[src/rtl/tensor_slice_index_map_macros.svh]
// Assertion helpers shared by several of the RTL files.
`ifndef TENSOR_SLICE_INDEX_MAP_MACROS_SVH
`define TENSOR_SLICE_INDEX_MAP_MACROS_SVH

// Same-cycle implication.
`define TSIM_ASSERT_IMPLIES(label, clk, rst, pre, post) \
   label: assert property (@(posedge clk) disable iff (rst) (pre) |-> (post)) \
      else $error("tsim check failed");

// Next-cycle implication.
`define TSIM_ASSERT_NEXT(label, clk, rst, pre, post) \
   label: assert property (@(posedge clk) disable iff (rst) (pre) |=> (post)) \
      else $error("tsim check failed");

// Implication after a fixed number of cycles.
`define TSIM_ASSERT_DELAY(label, clk, rst, pre, n, post) \
   label: assert property (@(posedge clk) disable iff (rst) (pre) |-> ##n (post)) \
      else $error("tsim check failed");

`endif

[src/rtl/tsim_pkg.sv]
`timescale 1ns / 1ps
package tsim_pkg;

   localparam int MAX_RANK       = 4;
   localparam int INDEX_BITS     = 24;
   localparam int NUM_DIMS       = 4;
   localparam int DIM_BITS       = 12;
   localparam int RANK_BITS      = 3;
   localparam int AXIS_BITS      = 2;
   localparam int CSR_INDEX_BITS = 3;
   localparam int CSR_DATA_BITS  = 12;
   localparam int PROD_BITS      = NUM_DIMS * DIM_BITS;
   localparam int SETTLE_CYCLES  = 4;
   localparam int SETTLE_BITS    = 3;
   // input register, two dividers, four tail stages
   localparam int PIPE_LATENCY   = 2 * INDEX_BITS + 5;

   typedef enum logic [1:0] {
      STATUS_OK     = 2'd0,
      STATUS_RANGE  = 2'd1,
      STATUS_CONFIG = 2'd2
   } status_type;

   typedef enum logic [CSR_INDEX_BITS-1:0] {
      REG_RANK   = 3'd0,
      REG_DIM_0  = 3'd1,
      REG_DIM_1  = 3'd2,
      REG_DIM_2  = 3'd3,
      REG_DIM_3  = 3'd4,
      REG_AXIS   = 3'd5,
      REG_START  = 3'd6,
      REG_LENGTH = 3'd7
   } csr_reg_type;

   typedef struct packed {
      logic [INDEX_BITS:0]   block;
      logic [INDEX_BITS:0]   dest_len;
      logic [DIM_BITS-1:0]   axis_size;
      logic [DIM_BITS-1:0]   start;
      logic [DIM_BITS-1:0]   length;
      logic                  valid;
   } cfg_type;

   typedef struct packed {
      status_type            status;
      logic [INDEX_BITS-1:0] offset;
   } side_type;

endpackage

[src/rtl/tsim_tail.sv]
`timescale 1ns / 1ps
module tsim_tail (
   input  logic                              clock,
   input  logic                              reset,
   input  logic                              in_valid,
   input  logic [tsim_pkg::INDEX_BITS-1:0]   quotient,
   input  logic [tsim_pkg::INDEX_BITS-1:0]   remainder,
   input  tsim_pkg::side_type                in_side,
   input  tsim_pkg::cfg_type                 cfg,
   output logic                              out_valid,
   output logic [tsim_pkg::INDEX_BITS-1:0]   source_index,
   output tsim_pkg::status_type              status
);
   import tsim_pkg::*;

   localparam int IB = INDEX_BITS;

   logic                   v1_ff, v2_ff, v3_ff, v4_ff;
   logic [IB+DIM_BITS-1:0] prod1_ff;
   logic [IB-1:0]          rem1_ff;
   side_type               side1_ff, side2_ff, side3_ff;
   logic [IB+DIM_BITS:0]   sb_sum;
   logic [IB-1:0]          sb_ff;
   logic [2*IB:0]          prod2_full;
   logic [IB-1:0]          prod2_ff;
   logic [IB-1:0]          sum_in;
   logic [IB-1:0]          index_ff;
   status_type             status_ff;

   always_ff @(posedge clock) begin
      if (reset) begin
         v1_ff <= 1'b0;
         v2_ff <= 1'b0;
         v3_ff <= 1'b0;
         v4_ff <= 1'b0;
      end else begin
         v1_ff <= in_valid;
         v2_ff <= v1_ff;
         v3_ff <= v2_ff;
         v4_ff <= v3_ff;
      end
   end

   // scale the outer block count by the full axis size
   always_ff @(posedge clock) begin
      prod1_ff <= quotient * cfg.axis_size;
      rem1_ff  <= remainder;
      side1_ff <= in_side;
   end

   // add the position inside the slice and the slice start
   assign sb_sum = (IB+DIM_BITS+1)'(prod1_ff) + (IB+DIM_BITS+1)'(rem1_ff)
                 + (IB+DIM_BITS+1)'(cfg.start);
   always_ff @(posedge clock) begin
      sb_ff    <= sb_sum[IB-1:0];
      side2_ff <= side1_ff;
   end

   // back to elements; only the low index bits survive
   assign prod2_full = sb_ff * cfg.block;
   always_ff @(posedge clock) begin
      prod2_ff <= prod2_full[IB-1:0];
      side3_ff <= side2_ff;
   end

   assign sum_in = prod2_ff + side3_ff.offset;
   always_ff @(posedge clock) begin
      index_ff  <= (side3_ff.status == STATUS_OK) ? sum_in : '0;
      status_ff <= side3_ff.status;
   end

   assign out_valid    = v4_ff;
   assign source_index = index_ff;
   assign status       = status_ff;

endmodule

[config.mk]
export PLATFORM = sky130hd
export DESIGN_NAME = tsim_tail
export DESIGN_NICKNAME = d
export VERILOG_FILES = /design/src/rtl/tensor_slice_index_map_macros.svh /design/src/rtl/tsim_pkg.sv /design/src/rtl/tsim_tail.sv
export SDC_FILE = /design/constraint.sdc
export NUM_CORES = 1
export LEC_CHECK = 0
export ABC_AREA = 1
export BUFFER_PORTS_ARGS = -buffer_cell sky130_fd_sc_hd__clkbuf_2
export CAP_MARGIN = 20
export CORE_UTILIZATION = 59
export CTS_BUF_LIST = sky130_fd_sc_hd__clkbuf_4
export DETAILED_ROUTE_END_ITERATION = 8
export PLACE_DENSITY = 0.89
export RECOVER_POWER = 25
export SYNTH_ARGS = -nofsm -noshare
export SYNTH_HDL_FRONTEND = slang
export SYNTH_SLANG_ARGS = --single-unit
export TNS_END_PERCENT = 1
[constraint.sdc]
create_clock -name clock -period 6.4 [get_ports clock]
set_input_delay 0.32 -clock clock [delete_from_list [all_inputs] [get_ports clock]]
set_output_delay 0.32 -clock clock [all_outputs]
set_load 0.01 [all_outputs]
==> flow_metrics.tcl <==
set metrics [dict create \
    critical_path.max_stage_delay_ps 780 \
    final_cells 3668 \
    die_width_um 200.2 \
    portBuffers 151 \
    postRouteAntennaNets 0 \
    io_pins 191 \
    initial_core_util 0.5984 \
    grt_max_degree 25 \
    finClkSkew_ps 53.12 \
    synth.cell_area_um2 23180 \
    worstMarginPinSlew_ps 718.3 \
    arrival_ps 6670 \
    cts_buffers 50 \
    grt_usage 0.3004 \
    yosysTopAreaCell "fa_1" \
    clockBufferDepth 3 \
    cpMaxStageDelayCell "dfxtp_1" \
    die_h_um 200.2 \
    fin_nets 3839 \
    path_clk_slew_ps 80 \
    cts_tree "yes" \
    cp_cell_sequence "buf_4, nand2_1, inv_1, fa_1, inv_1, fa_1, fa_1, inv_1, ha_1, fa_1, fa_1, inv_1, fa_1, inv_1, ha_1, nand2_1, nor2_1, nand3_1, nand3_1, a21boi_1, o21ai_0, nand2_1, nand2_1, xor2_1" \
    globalplace.congestion 0.9432 \
    cts-root-buf "clkbuf_4" \
    cp.required_ps 7050 \
    cp_common_cell "fa_1" \
    grt_pass1_wl_mm 96.65 \
    routed_wl_mm 58.14 \
    dp.cells 3522 \
    slew_viol_final 0 \
    post_drt_via_cell_ratio 5.207 \
    cts.sinks 204 \
    synth_area_leaders "fa_1 (33%), dfxtp_1 (18%), inv_1 (13%), nand2_1 (12%), ha_1 (9.7%)" \
    core_um2 38740 \
    synthArstFlopShare 0 \
    path_max_fanout 13 \
    grt_pass1_vias 20350 \
    antenna_found_initial 3 \
    hold_viol 0 \
    insertion_delay_ps 710 \
    drv_cap 0 \
    layout_common_cells "inv_1 (830), nand2_1 (771), fa_1 (386)" \
    tns_ps 0 \
    std_cell_rows 72 \
    ys_seq_area_frac 0.1762 \
    syn-num-nets 3664 \
    start_kind "flip-flop" \
    num_vias 19100 \
    syn_to_final_growth_pct 10.00 \
    critPathKind "flip-flop to flip-flop" \
    status "finished, final reports clean" \
    layout_commonest_cell "inv_1" \
    synth_edf_count 0 \
    max_freq_ghz 0.1661 \
    drive_gt1_frac 0.07910 \
    postCtsSetupRepairBufs 0 \
    drt_iter0_markers 1514 \
    yosys.area.top_type_share 0.3334 \
    grt_overflow 0 \
    hpwl_mm 45.65 \
    avgSynthCellArea_um2 7.900 \
    wl_per_cell_um 15.85 \
    n_fill_cell 2970 \
    htreeDepth 2 \
    yosysUniqueCellTypes 40 \
    hp-class "primary input to flip-flop" \
    rsz0062_at_grt "no" \
    dr.pass1.iters 6 \
    slew_headroom 0.5205 \
    fin_crit_ps 6021 \
    synth_ff_type "dfxtp_1" \
    drc 0 \
    syn_inst 2934 \
    fin_crit_sh 0.9408 \
    cp-end-kind "flip-flop" \
    setup_viol 0 \
    synth-seq-cells 204 \
    synth_warnings 0 \
    design.die.area_um2 40080 \
]
[stage by stage]
stage	worst slack, ps	hold slack (ps)	utilization	area [µm²]
after detailed placement	235.7	312.1	0.6273	24300
after CTS	275.1	22.91	0.6580	25490
after global placement	358.6	310.2	0.6273	24300
after global routing	10.04	58.19	0.6581	25490
final	379.0	70.84	0.6582	25500
after floorplan	649.2	309.6	-	23180
[worst max-delay path, delay by kind of cell (launching register included)]
kind	cells	cell delay [ps]
xor gates and xnor gates	1	130
AOI/OAI and AO/OA	2	380
adders and majority gates	8	3370
and+or+nand+nor	7	750
DFF	1	780
buffers and inverters	6	560
[cell families (layout without fill, tap and decap cells)]
| family | count (synthesis) | count (layout) | share of synthesized area |
|---|---|---|---|
| AND/OR/NAND/NOR | 944 | 944 | 0.1599 |
| buffers and inverters | 926 | 1140 | 0.1513 |
| XOR/XNOR | 83 | 83 | 0.03136 |
| other | 0 | 2 | 0 |
| flip-flops | 204 | 204 | 0.1762 |
| adder cells (fa/ha/maj) | 566 | 566 | 0.4306 |
| AO/OA/AOI/OAI | 211 | 211 | 0.05069 |
[area by class of cell]
class | count | area (µm²) | area share
timing repair buffer | 218 | 1385 | 0.05432
clock inverter | 20 | 126.4 | 0.004956
clock buffer | 71 | 533.0 | 0.02090
sequential | 204 | 4091 | 0.1605
tap | 518 | 648.1 | 0.02542
multi-input combinational | 1804 | 15590 | 0.6114
antenna | 2 | 5.005 | 0.0001963
inverter | 831 | 3119 | 0.1223
[final timing paths]
check                     from      endpoint  slack, ps  depth (start not counted)
setup / recovery      sb_ff[8]  prod2_ff[22]        380                         24
hold / removal         cfg[13]      sb_ff[0]         70                          4
setup reg to reg      sb_ff[8]  prod2_ff[22]        380                         24
hold reg to reg   side1_ff[22]  side2_ff[22]        310                          0
[cells in the mapped netlist, types with 12 or more instances]
cell	count
inv_1	830
nand2_1	771
fa_1	386
dfxtp_1	204
ha_1	180
a21oi_1	105
nand3_1	72
nor2_1	70
clkbuf_1	69
o21ai_0	55
xor2_1	54
xnor2_1	29
buf_2	17
nand4_1	13
a21o_1	12
[metal layers]
layer | share of wire | up-vias | wire length [µm] | global-route usage
li1 | - | 8861 | - | -
met1 | 0.36 | 9072 | 21080 | 0.3552
met2 | 0.50 | 938 | 29290 | 0.5324
met3 | 0.086 | 226 | 5013 | 0.04393
met4 | 0.047 | 2 | 2736 | 0.1495
met5 | 0.00022 | - | 13 | 0
[sequential cells by signal (all words and copies together), names as in the netlist]
register      count
side1_ff         26
side2_ff         26
side3_ff         26
prod1_ff         24
prod2_ff         24
rem1_ff          24
sb_ff            24
source_index     24
status            2
out_valid         1
v1_ff             1
v2_ff             1
v3_ff             1
[repair_timing]
action / in CTS / in global routing
gates resized for setup: 0 / 6
hold endpoints to repair: 54 / 0
endpoints found under the setup margin: 0 / 4
hold buffers: 53 / 0
Power is left out: the tool's default activity adds up to more than one toggle a clock period on the data nets, which glitch-free logic cannot reach.
