--- config.mk ---
export PLATFORM = sky130hd
export DESIGN_NAME = tsim_div
export DESIGN_NICKNAME = d
export VERILOG_FILES = /design/src/rtl/tsim_pkg.sv /design/src/rtl/tsim_div.sv
export VERILOG_INCLUDE_DIRS = /design/src /design/src/rtl
export SDC_FILE = /design/constraint.sdc
export NUM_CORES = 2
export LEC_CHECK = 0
export ABC_AREA = 1
export BUFFER_PORTS_ARGS = -buffer_cell sky130_fd_sc_hd__buf_2
export CAP_MARGIN = 10
export CELL_PAD_IN_SITES_DETAIL_PLACEMENT = 2
export CELL_PAD_IN_SITES_GLOBAL_PLACEMENT = 2
export CORE_ASPECT_RATIO = 1.2
export CORE_MARGIN = 2
export CORE_UTILIZATION = 37
export DETAILED_ROUTE_END_ITERATION = 6
export HOLD_SLACK_MARGIN = 0.15
export PLACE_DENSITY_LB_ADDON = 0.1
export SLEW_MARGIN = 20
export SYNTH_ARGS = -nofsm -noshare
export SYNTH_HDL_FRONTEND = slang
export SYNTH_SLANG_ARGS = --single-unit
--- constraint.sdc ---
create_clock -name clock -period 2.5 [get_ports clock]
set_clock_uncertainty 0.05 [all_clocks]
set_input_delay 0 -clock clock [delete_from_list [all_inputs] [get_ports clock]]
set_output_delay 0 -clock clock [all_outputs]
set_load 0.1 [all_outputs]
--- src/rtl/tensor_slice_index_map_macros.svh ---
// Assertion helpers shared by several of the RTL files.
`ifndef TENSOR_SLICE_INDEX_MAP_MACROS_SVH
`define TENSOR_SLICE_INDEX_MAP_MACROS_SVH

// Same-cycle implication.
`define TSIM_ASSERT_IMPLIES(label, clk, rst, pre, post) \
   label: assert property (@(posedge clk) disable iff (rst) (pre) |-> (post)) \
      else $error("tsim check failed");

// Next-cycle implication.
`define TSIM_ASSERT_NEXT(label, clk, rst, pre, post) \
   label: assert property (@(posedge clk) disable iff (rst) (pre) |=> (post)) \
      else $error("tsim check failed");

// Implication after a fixed number of cycles.
`define TSIM_ASSERT_DELAY(label, clk, rst, pre, n, post) \
   label: assert property (@(posedge clk) disable iff (rst) (pre) |-> ##n (post)) \
      else $error("tsim check failed");

`endif

--- src/rtl/tsim_pkg.sv ---
`timescale 1ns / 1ps
package tsim_pkg;

   localparam int MAX_RANK       = 4;
   localparam int INDEX_BITS     = 24;
   localparam int NUM_DIMS       = 4;
   localparam int DIM_BITS       = 12;
   localparam int RANK_BITS      = 3;
   localparam int AXIS_BITS      = 2;
   localparam int CSR_INDEX_BITS = 3;
   localparam int CSR_DATA_BITS  = 12;
   localparam int PROD_BITS      = NUM_DIMS * DIM_BITS;
   localparam int SETTLE_CYCLES  = 4;
   localparam int SETTLE_BITS    = 3;
   // input register, two dividers, four tail stages
   localparam int PIPE_LATENCY   = 2 * INDEX_BITS + 5;

   typedef enum logic [1:0] {
      STATUS_OK     = 2'd0,
      STATUS_RANGE  = 2'd1,
      STATUS_CONFIG = 2'd2
   } status_type;

   typedef enum logic [CSR_INDEX_BITS-1:0] {
      REG_RANK   = 3'd0,
      REG_DIM_0  = 3'd1,
      REG_DIM_1  = 3'd2,
      REG_DIM_2  = 3'd3,
      REG_DIM_3  = 3'd4,
      REG_AXIS   = 3'd5,
      REG_START  = 3'd6,
      REG_LENGTH = 3'd7
   } csr_reg_type;

   typedef struct packed {
      logic [INDEX_BITS:0]   block;
      logic [INDEX_BITS:0]   dest_len;
      logic [DIM_BITS-1:0]   axis_size;
      logic [DIM_BITS-1:0]   start;
      logic [DIM_BITS-1:0]   length;
      logic                  valid;
   } cfg_type;

   typedef struct packed {
      status_type            status;
      logic [INDEX_BITS-1:0] offset;
   } side_type;

endpackage

--- src/rtl/tsim_div.sv ---
`timescale 1ns / 1ps
`include "tensor_slice_index_map_macros.svh"
module tsim_div (
   input  logic                              clock,
   input  logic                              reset,
   input  logic                              in_valid,
   input  logic [tsim_pkg::INDEX_BITS-1:0]   dividend,
   input  logic [tsim_pkg::INDEX_BITS:0]     divisor,
   input  tsim_pkg::side_type                in_side,
   output logic                              out_valid,
   output logic [tsim_pkg::INDEX_BITS-1:0]   quotient,
   output logic [tsim_pkg::INDEX_BITS-1:0]   remainder,
   output tsim_pkg::side_type                out_side
);
   import tsim_pkg::*;

   localparam int IB = INDEX_BITS;

   logic          vld_ff  [IB];
   logic [IB-1:0] dvd_ff  [IB];
   logic [IB-1:0] quo_ff  [IB];
   logic [IB-1:0] rem_ff  [IB];
   side_type      side_ff [IB];

   // one quotient bit per stage, most significant first
   for (genvar k = 0; k < IB; k++) begin : g_stage
      logic          vld_prev;
      logic [IB-1:0] dvd_prev;
      logic [IB-1:0] quo_prev;
      logic [IB-1:0] rem_prev;
      side_type      side_prev;
      logic [IB:0]   trial;
      logic [IB:0]   diff;
      logic          fit;

      if (k == 0) begin : g_first
         assign vld_prev  = in_valid;
         assign dvd_prev  = dividend;
         assign quo_prev  = '0;
         assign rem_prev  = '0;
         assign side_prev = in_side;
      end else begin : g_rest
         assign vld_prev  = vld_ff[k-1];
         assign dvd_prev  = dvd_ff[k-1];
         assign quo_prev  = quo_ff[k-1];
         assign rem_prev  = rem_ff[k-1];
         assign side_prev = side_ff[k-1];
      end

      assign trial = {rem_prev, dvd_prev[IB-1-k]};
      assign fit   = (trial >= divisor);
      assign diff  = trial - divisor;

      always_ff @(posedge clock) begin
         if (reset) begin
            vld_ff[k] <= 1'b0;
         end else begin
            vld_ff[k] <= vld_prev;
         end
      end

      always_ff @(posedge clock) begin
         dvd_ff[k]  <= dvd_prev;
         quo_ff[k]  <= {quo_prev[IB-2:0], fit};
         rem_ff[k]  <= fit ? diff[IB-1:0] : trial[IB-1:0];
         side_ff[k] <= side_prev;
      end
   end

   assign out_valid = vld_ff[IB-1];
   assign quotient  = quo_ff[IB-1];
   assign remainder = rem_ff[IB-1];
   assign out_side  = side_ff[IB-1];

   `TSIM_ASSERT_IMPLIES(a_rem_below_div, clock, reset,
      out_valid && divisor != '0, (IB+1)'(remainder) < divisor)
   `TSIM_ASSERT_DELAY(a_div_latency, clock, reset, in_valid, IB, out_valid)

endmodule

==> out/metrics.cfg <==
[timing]
period_minus_slack_ns=2.65
fin_crit_sh=1.06
worst_slew_pin_slew_ns=0.835
setup_ws_ns=-0.153
rsz0062_at_grt=yes
setup_viol=36
max_freq_ghz=0.377
hold_viol_final=0
finalMaxSlewViolations=0
max_slew_margin=0.443
timing.hold.ws_ns=0.201

[worst_setup_path]
rrSetupSlack_ns=-0.15
cp_max_fo=7
worst_r2r_startpoint=rem_ff[0][156]
endpoint=rem_ff[0][186]
required_ns=3.18
crit_start=rem_ff[0][156]
start_kind=register
path_class=register to register
cp.arrival_ns=3.34
r2r-end=rem_ff[0][186]
critPathCaptureType=register
r2r_cells=9

[layout]
final_nets=14000
final_cell_area_mm2=0.104
area_delta_synth_final_pct=18.2
final_core_utilization=0.439
drive_gt1_frac=0.0879

[global_route]
grt_usage=0.323
grt_max_degree=26
busiest_layer=met2
grt_pass1_wl_um=601000
grt.met3_usage=0.0373
antenna_found_initial=23
grt_overflow_total=0
use_met1=0.369
grtUsageMet2=0.587
grt_pass1_vias=96600

[drt]
drc_errors=0
routed_wl_um=400000
drtAntennaViolNets=0
dr.pass1.iters=7
drt-initial-drc-count=4198
vias=85700
routed_via_density=5.15
wl_per_cell_um=24.0

[synthesis]
post-synth-top-count-cell=nand2_1
syn_area_mm2=0.0881
synthXorXnorAreaFrac=0.0245
synth_compound_area_frac=0.0238
synthTopCellsByArea=dfxtp_1, nand2_1, inv_1
synth_commonest_cells=nand2_1, inv_1, dfxtp_1
async_flop_share=0
ys_ff_latch=1800
synth.avg_cell_area_um2=6.98
synthSimpleGateAreaFrac=0.348
syn_inst=12600
synth_flop_cell=dfxtp_1
ys_types=35
synth_edf_count=0
synthMuxAreaShare=0
synth_top_cell_by_area=dfxtp_1
synth_top_family_by_area=simple AND/OR/NAND/NOR gates
synth-seq-area-share=0.409
ys_warn_count=0
synth_top_area_share=0.409
synthAdderAreaFrac=0.0872
synth_nets=13300

[cts]
htree_levels=4
worstSkewPairLatency_ns=0.92
clock_path_buffers=4
cts_made_buffers=193
clock-sinks=1800
cts_tree=built
clkTransAtPathRegs_ns=0.07
root_buffer=clkbuf_16

[power]
switchingPower_uw=26400
p_per_area_mw_per_mm2=760
ir_drop_v=0.000767
combPwrFrac=0.216
seqPwrFrac=0.399
pwr-share-clk=0.385
swShare=0.334
intPower_uw=52700
leakagePower_uw=0.0567

[floorplanning]
core_mm2=0.237
dieArea_mm2=0.242
fp.dieW_um=449
initial_utilization=0.371
ios=153
die_y_um=538
core.rowCount=196

[placement]
hpwl_um=291000
placed_cell_area_mm2=0.0956
numPortBuffers=152
place.gp.congestion=0.911

[flow_run]
drv_cap=0

[hold_path]
min-delay-start=dividend[16]
worstHoldPathType=input port to register

[outcome]
violations=setup timing
outcome=finished with violations

## cells by family after synthesis
group	after synthesis
AOI/OAI and AO/OA	358
xor gates and xnor gates	246
adders and majority gates	600
buffers and inverters	2411
DFF	1800
and+or+nand+nor	7196
## sequential cells by signal (all words and copies together), names as in the netlist
register  count
vld_ff       24
quo_ff      300
dvd_ff      276
rem_ff      576
side_ff     624
## worst max-delay path, stage by stage (launching register included)
cell	delay [ns]
dfxtp_1	0.38
ha_2	0.47
nand2_1	0.18
nor2_2	0.22
inv_1	0.14
nor3_4	0.24
nand3_4	0.17
buf_4	0.23
nand4_1	0.18
nand2_1	0.22
## per-stage QoR
stage                     power [uW]  std cells  setup TNS (ns)  setup slack [ns]
after floorplan                42400      12600               0             0.458
after detailed placement       48500      16100           -4.99            -0.214
after CTS                      79500      16600               0           0.00417
after global routing           82600      16600           -1.62            -0.171
after global placement         47700      16100           -1.38            -0.242
final                          79100      16600           -1.45            -0.153
## timing repair
item	4_1_cts	5_1_grt
resized for setup	38	86
hold endpoints to repair	367	0
buffers inserted	1	7
cloned	0	1
hold buffers	143	0
pin swaps	1	8
setup endpoints to repair	54	159
## area by class of cell
class | instances | area, um2
antenna | 8 | 20.0
fill | 27900 | 133000
inverter | 2221 | 8350
clock buffer | 266 | 5570
timing repair buffer | 699 | 6230
tap | 3168 | 3960
sequential | 1800 | 36100
clock inverter | 77 | 973
multi-input combinational | 8401 | 42900
## cells in the final DEF (no fill, tap or decap), types with 11 or more instances in the layout
master	instances
nor2_2	55
inv_2	43
buf_4	324
dfxtp_1	1788
buf_12	78
dfxtp_2	11
inv_6	13
bufinv_16	16
nand3_1	554
clkbuf_8	42
clkinv_2	31
nor2_1	659
a21oi_1	286
nand4_1	664
nand3b_1	24
xor2_1	202
buf_2	150
clkbuf_16	195
fa_1	22
nand3_2	43
ha_2	16
nand3_4	20
xnor2_1	44
ha_1	553
dlygate4sd3_1	142
nand2_1	5054
o21a_1	22
a21oi_4	21
nor3_1	28
nor3_2	26
clkbuf_1	29
nor3_4	24
inv_1	2171
## how the worst min path moves through the flow
stage / to / slack (ns) / cells after the start
final: dvd_ff[0][16] / 0.20 / 3
after global routing: side_ff[0][7] / 0.22 / 3
after CTS: side_ff[0][7] / 0.16 / 3
after detailed placement: side_ff[0][24] / 0.05 / 1
after global placement: side_ff[0][2] / 0.05 / 1
after floorplan: dvd_ff[0][0] / -0.02 / 0
## power by group through the flow
stage               Clock (uW)  Combinational (uW)  Sequential [uW]
finish                   30400               17100            31600
detailed placement           0               16400            32100
CTS                      30900               17000            31600
global placement             0               15700            32000
global route             32200               18800            31700
floorplan                    0                9290            33100
## routing by layer
layer	vias up	part of all wire
li1	40400	-
met1	42400	0.40
met2	1870	0.51
met3	1063	0.032
met4	4	0.058
met5	-	0.000080
No activity file was read; power rests on OpenSTA's default activity.
